==> config.mk <==
export PLATFORM = sky130hd
export DESIGN_NAME = tick_weighted_audio_resampler_core
export DESIGN_NICKNAME = d
export VERILOG_FILES = /design/src/design/twar_pkg.sv /design/src/design/twar_mul.sv /design/src/design/tick_weighted_audio_resampler_core.sv
export SDC_FILE = /design/constraint.sdc
export NUM_CORES = 1
export LEC_CHECK = 0
export ABC_AREA = 1
export BUFFER_PORTS_ARGS = -buffer_cell sky130_fd_sc_hd__buf_4
export CORE_ASPECT_RATIO = 1.5
export CORE_MARGIN = 1.5
export CORE_UTILIZATION = 40
export DETAILED_ROUTE_END_ITERATION = 8
export PLACE_DENSITY = 0.62
export SYNTH_ARGS = -nofsm -noshare
export SYNTH_HDL_FRONTEND = slang
export SYNTH_SLANG_ARGS = --single-unit
==> constraint.sdc <==
create_clock -name clk -period 13.45 [get_ports clk]
set_input_delay 4.035 -clock clk [delete_from_list [all_inputs] [get_ports clk]]
set_output_delay 4.035 -clock clk [all_outputs]
set_load 0.01 [all_outputs]
==> src/design/twar_pkg.sv <==
// ----------------------------------------------------------------------------
// twar_pkg
// Types, state codes and the level averaging function shared by the
// tick-weighted audio resampler.
// ----------------------------------------------------------------------------
package twar_pkg;

	localparam int LEVEL_W = 5;
	localparam int TICK_W  = 6;
	localparam int VOL_W   = 8;
	localparam int SPT_W   = 16;
	localparam int SPAN_W  = SPT_W + TICK_W;
	localparam int REM_W   = SPT_W + 1;
	localparam int PROD_W  = REM_W + VOL_W;

	typedef struct packed {
		logic [LEVEL_W-1:0] level_a;
		logic [LEVEL_W-1:0] level_b;
		logic [LEVEL_W-1:0] level_c;
		logic [TICK_W-1:0]  tick_count;
	} in_t;

	typedef struct packed {
		logic [VOL_W-1:0] sample;
		logic             last;
	} out_t;

	typedef enum logic [4:0] {
		S_IDLE  = 5'b00001,
		S_SPAN  = 5'b00010,
		S_SPLIT = 5'b00100,
		S_WHOLE = 5'b01000,
		S_FRAC  = 5'b10000
	} state_t;

	// Mean of three levels times eight. The sum is at most 93, so multiplying
	// by 171 and dropping nine bits gives the exact truncated third.
	function automatic logic [VOL_W-1:0] level_to_vol(
		input logic [LEVEL_W-1:0] a,
		input logic [LEVEL_W-1:0] b,
		input logic [LEVEL_W-1:0] c
	);
		logic [LEVEL_W+1:0]  sum;
		logic [LEVEL_W+9:0]  scaled;
		logic [LEVEL_W-1:0]  third;
		sum    = {2'b00, a} + {2'b00, b} + {2'b00, c};
		scaled = {8'd0, sum} * (LEVEL_W+10)'(171);
		third  = scaled[LEVEL_W+8:9];
		return {third, 3'b000};
	endfunction

endpackage

==> src/design/twar_mul.sv <==
// ----------------------------------------------------------------------------
// twar_mul
// Shared 17 x 8 unsigned multiplier used by the sequencer for the span and
// for every weighted contribution.
// ----------------------------------------------------------------------------
module twar_mul (
	input  logic [twar_pkg::REM_W-1:0]  op_a,
	input  logic [twar_pkg::VOL_W-1:0]  op_b,
	output logic [twar_pkg::PROD_W-1:0] prod
);
	import twar_pkg::*;

	assign prod = {{VOL_W{1'b0}}, op_a} * {{REM_W{1'b0}}, op_b};

endmodule

==> src/design/tick_weighted_audio_resampler_core.sv <==
// ----------------------------------------------------------------------------
// tick_weighted_audio_resampler_core
// Box-filter resampler: turns tick-weighted channel levels into 8-bit samples.
//
//   Channel   Signals                       Beat
//   input     in_valid/in_ready/in_data     three levels and a tick count
//   output    out_valid/out_ready/out_data  one sample and its last flag
//   config    cfg_we/cfg_data               samples per tick, 0.16 fraction
//
// An input beat that completes no sample passes the span and split states.
// One that completes samples emits one sample per cycle while the output is free,
// all work passing through a single shared multiplier under the sequencer.
// A stalled output holds the sequencer on the pending sample.
// arst_n clears the register, the partial sample and the phase at once.
// ----------------------------------------------------------------------------
module tick_weighted_audio_resampler_core #(
	parameter int MAX_TICKS = 63
) (
	input  logic                        clk,
	input  logic                        arst_n,
	input  logic                        in_valid,
	output logic                        in_ready,
	input  twar_pkg::in_t               in_data,
	output logic                        out_valid,
	input  logic                        out_ready,
	output twar_pkg::out_t              out_data,
	input  logic                        cfg_we,
	input  logic [twar_pkg::SPT_W-1:0]  cfg_data
);
	import twar_pkg::*;

	state_t              state_q;
	logic [SPT_W-1:0]    spt_q;
	logic [VOL_W-1:0]    partial_q;
	logic [SPT_W-1:0]    phase_q;
	logic [VOL_W-1:0]    vol_q;
	logic [TICK_W-1:0]   ticks_q;
	logic [SPAN_W-1:0]   span_q;
	logic [TICK_W-1:0]   whole_q;
	logic [SPT_W-1:0]    frac_q;
	logic                out_valid_q;
	out_t                out_q;

	logic [REM_W-1:0]    rem;
	logic [SPAN_W-1:0]   left;
	logic                short_span;
	logic                out_free;
	logic                emit;
	logic                in_fire;
	logic [TICK_W-1:0]   ticks_sat;
	logic [REM_W-1:0]    mul_a;
	logic [VOL_W-1:0]    mul_b;
	logic [PROD_W-1:0]   mul_p;
	logic [VOL_W-1:0]    weighed;

	assign in_ready   = (state_q == S_IDLE);
	assign in_fire    = in_valid && in_ready;
	assign out_free   = !out_valid_q || out_ready;
	assign out_valid  = out_valid_q;
	assign out_data   = out_q;

	assign ticks_sat  = (in_data.tick_count > TICK_W'(MAX_TICKS)) ?
		TICK_W'(MAX_TICKS) : in_data.tick_count;

	// Remaining fraction of the sample being built; a full sample when phase is 0.
	assign rem        = (REM_W)'(1 << SPT_W) - {1'b0, phase_q};
	assign short_span = span_q < {{(SPAN_W-REM_W){1'b0}}, rem};
	assign left       = span_q - {{(SPAN_W-REM_W){1'b0}}, rem};

	assign emit = ((state_q == S_SPLIT && !short_span) || state_q == S_WHOLE) && out_free;

	always_comb begin
		mul_a = {1'b0, frac_q};
		mul_b = vol_q;
		case (state_q)
			S_SPAN: begin
				mul_a = {1'b0, spt_q};
				mul_b = {{(VOL_W-TICK_W){1'b0}}, ticks_q};
			end
			S_SPLIT: begin
				mul_a = short_span ? span_q[REM_W-1:0] : rem;
				mul_b = vol_q;
			end
			default: begin
				mul_a = {1'b0, frac_q};
				mul_b = vol_q;
			end
		endcase
	end

	twar_mul u_mul (
		.op_a (mul_a),
		.op_b (mul_b),
		.prod (mul_p)
	);

	assign weighed = mul_p[SPT_W+VOL_W-1:SPT_W];

	always_ff @(posedge clk or negedge arst_n) begin
		if (!arst_n) begin
			spt_q <= '0;
		end else if (cfg_we) begin
			spt_q <= cfg_data;
		end
	end

	always_ff @(posedge clk or negedge arst_n) begin
		if (!arst_n) begin
			state_q     <= S_IDLE;
			partial_q   <= '0;
			phase_q     <= '0;
			out_valid_q <= 1'b0;
		end else begin
			if (emit) begin
				out_valid_q <= 1'b1;
			end else if (out_ready) begin
				out_valid_q <= 1'b0;
			end
			case (state_q)
				S_IDLE: begin
					if (in_fire) begin
						state_q <= S_SPAN;
					end
				end
				S_SPAN: begin
					state_q <= S_SPLIT;
				end
				S_SPLIT: begin
					if (short_span) begin
						partial_q <= partial_q + weighed;
						phase_q   <= phase_q + span_q[SPT_W-1:0];
						state_q   <= S_IDLE;
					end else if (out_free) begin
						state_q     <= (left[SPAN_W-1:SPT_W] == '0) ? S_FRAC : S_WHOLE;
					end
				end
				S_WHOLE: begin
					if (out_free) begin
						if (whole_q == TICK_W'(1)) begin
							state_q <= S_FRAC;
						end
					end
				end
				S_FRAC: begin
					partial_q <= weighed;
					phase_q   <= frac_q;
					state_q   <= S_IDLE;
				end
				default: begin
					state_q <= S_IDLE;
				end
			endcase
		end
	end

	// Payload registers.
	always_ff @(posedge clk) begin
		if (in_fire) begin
			vol_q   <= level_to_vol(in_data.level_a, in_data.level_b, in_data.level_c);
			ticks_q <= ticks_sat;
		end
		if (state_q == S_SPAN) begin
			span_q <= mul_p[SPAN_W-1:0];
		end
		if (state_q == S_SPLIT && !short_span && out_free) begin
			out_q.sample <= partial_q + weighed;
			out_q.last   <= (left[SPAN_W-1:SPT_W] == '0);
			whole_q      <= left[SPAN_W-1:SPT_W];
			frac_q       <= left[SPT_W-1:0];
		end
		if (state_q == S_WHOLE && out_free) begin
			out_q.sample <= vol_q;
			out_q.last   <= (whole_q == TICK_W'(1));
			whole_q      <= whole_q - TICK_W'(1);
		end
	end

	a_whole_nonzero: assert property (@(posedge clk) disable iff (!arst_n)
		state_q == S_WHOLE |-> whole_q != '0)
		else $error("whole-sample count empty while emitting whole samples");

	a_more_pending: assert property (@(posedge clk) disable iff (!arst_n)
		out_valid_q && !out_q.last |-> state_q == S_WHOLE)
		else $error("non-final sample pending without further samples to come");

	a_accept_starts: assert property (@(posedge clk) disable iff (!arst_n)
		in_fire |=> state_q == S_SPAN)
		else $error("accepted beat did not start the span multiply");

	a_idle_phase: assert property (@(posedge clk) disable iff (!arst_n)
		state_q == S_IDLE |=> $stable(phase_q))
		else $error("phase changed while idle");

endmodule
==> results.toml <==
[layout]
num-nets-final = 1777
drive_gt1_share_pct = 9.74
num-fill-cells = 2966
area_growth_pct = 8.67
final_cell_mix = "nand2_1 (271), inv_1 (253), nor2_1 (142)"
layout_commonest_cell = "nand2_1"
register_area_um2 = 3070
finalNonFillerCells = 1910
num_antenna_cells = 0
multi_input_area_um2 = 8090

[placement]
hpwlAfterDp_um = 27600
io_buffers = 52
dpl.cell_count = 1894
place.gp.congestion = 0.969

[status]
status = "finished clean"

[setup_path]
reg2reg_to = "out_data[8]$_DFFE_PP_"
r2r_cells = 49
worst_ep_arrival_time_ns = 10.13
start_kind = "flip-flop"
required_ns = 13.59
cp_slowest_stage_delay_ns = 0.55
crit_family = "simple AND/OR/NAND/NOR gates"
cp-end-kind = "flip-flop"
crit_type = "reg -> reg"
worstReg2RegStart = "phase_q[12]$_DFFE_PN0P_"
cp_common_cell = "nand2_1"
reg2reg_slack_ns = 3.46
crit_fanout = 11
cp-startpoint = "phase_q[12]$_DFFE_PN0P_"
crit_buf_inv = 7
slowest_stage = "fa_1"

[clock_tree]
cts_buffers = 9
clk_pin_slew_ns = 0.08
insertion_delay_ns = 0.38
cts_tree = "built"
root_buffer = "clkbuf_16"
clockBufferDepth = 2
post_cts_resized = 0
cts_max_level = 3
cts.sinks = 110
ctsHoldBuffers = 0
cts_setup_buffers = 0

[synthesis]
async_reset_ff_share_pct = 41.8
ys_ff_latch = 110
netlist_area_um2 = 12400
synthCells = 1469
yosysTopAreaCellShare_pct = 17.3
yosys.area.top_type = "fa_1"
synth_edf_count = 64
ys_warn_count = 0
synth_flop_cell = "edfxtp_1"
ys_top_cells_by_area = "fa_1 (17%), edfxtp_1 (16%), ha_1 (12%)"
ys_types = 53
postSynthAreaPerCell_um2 = 8.41
ys_seq_area_share_pct = 24.9

[global_route]
grt_pass1_vias = 10600
grt_util_all_layers_pct = 21.6
grt_start_max_net_pins = 47
antenna_found_initial = 0
grt_first_pass_wirelength_um = 53200
grt.overflow.total = 0

[sta]
slew_headroom_pct = 28.0
whs_ns = 0.514
min_period_over_period_pct = 74.3
rsz0062_at_grt = "no"
slew_violations = 0
totalNegativeSetupSlack_ns = 0
fmax_ghz = 0.100
hold_viol_final = 0
min_period_ns = 9.99
report.final.setup_viol = 0
tightest_slew_ns = 1.08
skew_ns = 0.0120

[job]
maxCapViolCount = 0

[routing]
avgRoutedWirePerCell_um = 17.2
drt_iter0_drc = 534
first_pass_iters = 5
ant_nets = 0
vias = 9997
wl_um = 32900
vias_per_cell = 5.23
drc = 0

[floorplan]
core_um2 = 30400
die_w_um = 147
initial_core_util_pct = 40.7
die_h_um = 218
rows = 78
io_pins = 53
floorplan.die_area_um2 = 32000

[min_path]
hp-start = "spt_q[3]$_DFFE_PN0P_"
whs_endpoint = "spt_q[3]$_DFFE_PN0P_"
worstHoldPathType = "reg -> reg"
hold_depth = 1
[how the worst max path moves through the flow]
| stage | to | depth (start not counted) | slack [ns] |
|---|---|---|---|
| finish | out_data[8]$_DFFE_PP_ | 49 | 3.46 |
| global route | out_data[8]$_DFFE_PP_ | 52 | 2.74 |
| CTS | out_data[8]$_DFFE_PP_ | 49 | 3.55 |
| detailed placement | out_data[8]$_DFFE_PP_ | 49 | 3.58 |
| global placement | out_data[8]$_DFFE_PP_ | 49 | 3.68 |
| floorplan | vol_q[7]$_DFFE_PP_ | 23 | 4.41 |
[flip-flops by register name (all words and copies together), names as in the netlist, 6 cells and up]
name,cells
ticks_q,6
frac_q,16
out_data,9
spt_q,16
partial_q,8
span_q,22
whole_q,6
phase_q,16
[area by class of cell]
| type | instances | area share [%] |
|---|---|---|
| timing repair buffer | 57 | 3.19 |
| multi-input combinational | 1055 | 60.3 |
| clock buffer | 9 | 1.68 |
| inverter | 272 | 7.60 |
| tap | 400 | 3.73 |
| clock inverter | 7 | 0.643 |
| sequential | 110 | 22.9 |
[synthesized netlist by cell type, drive strengths merged, types with 2 or more instances]
master and number:
dfrtp 45, nor4 8, conb 2, clkbuf 19, a21o 2, xor2 56
a21oi 72, or2 7, xnor2 23, nor3 14, nand3 62, nand2 275
buf 14, a211oi 2, o21ai 71, mux2 12, a31oi 3, nand4 14
inv 272, o2111ai 9, edfxtp 64, a22oi 5, ha 123, o211ai 17
o221ai 14, fa 107, o21bai 5, nor2 144
[per-stage QoR]
step / setup slack [ns] / utilization, % / cell area, um^2
6_report: 3.46 / 44.2 / 13400
5_1_grt: 2.74 / 44.2 / 13400
4_1_cts: 3.55 / 44.2 / 13400
3_5_place_dp: 3.58 / 43.2 / 13100
3_3_place_gp: 3.68 / 43.2 / 13100
2_1_floorplan: 4.41 / - / 12400
[per-layer routing]
metal  up-vias  global-route usage, %  part of all wire [%]
li1       4801                      -                     -
met1      4875                   23.2                    38
met2       246                   41.5                    54
met3        75                   2.36                   3.5
met4         0                   10.7                   4.4
met5         -                      0                     0
[logic make-up (layout without fill, tap and decap cells)]
kind of cell    Yosys count  count (layout)  share of synthesized area [%]
xor+xnor                 79              79                           5.60
mux                      12              12                           1.09
flops                   110             110                           24.9
fa+ha+maj               230             230                           29.8
buf+inv                 305             345                           9.70
compound gates          204             204                           11.0
other cells               2               3                         0.0608
simple gates            527             527                           17.9
Power is not shown: default switching activity piles up to over one toggle a cycle in this logic, so the estimate is an artifact.
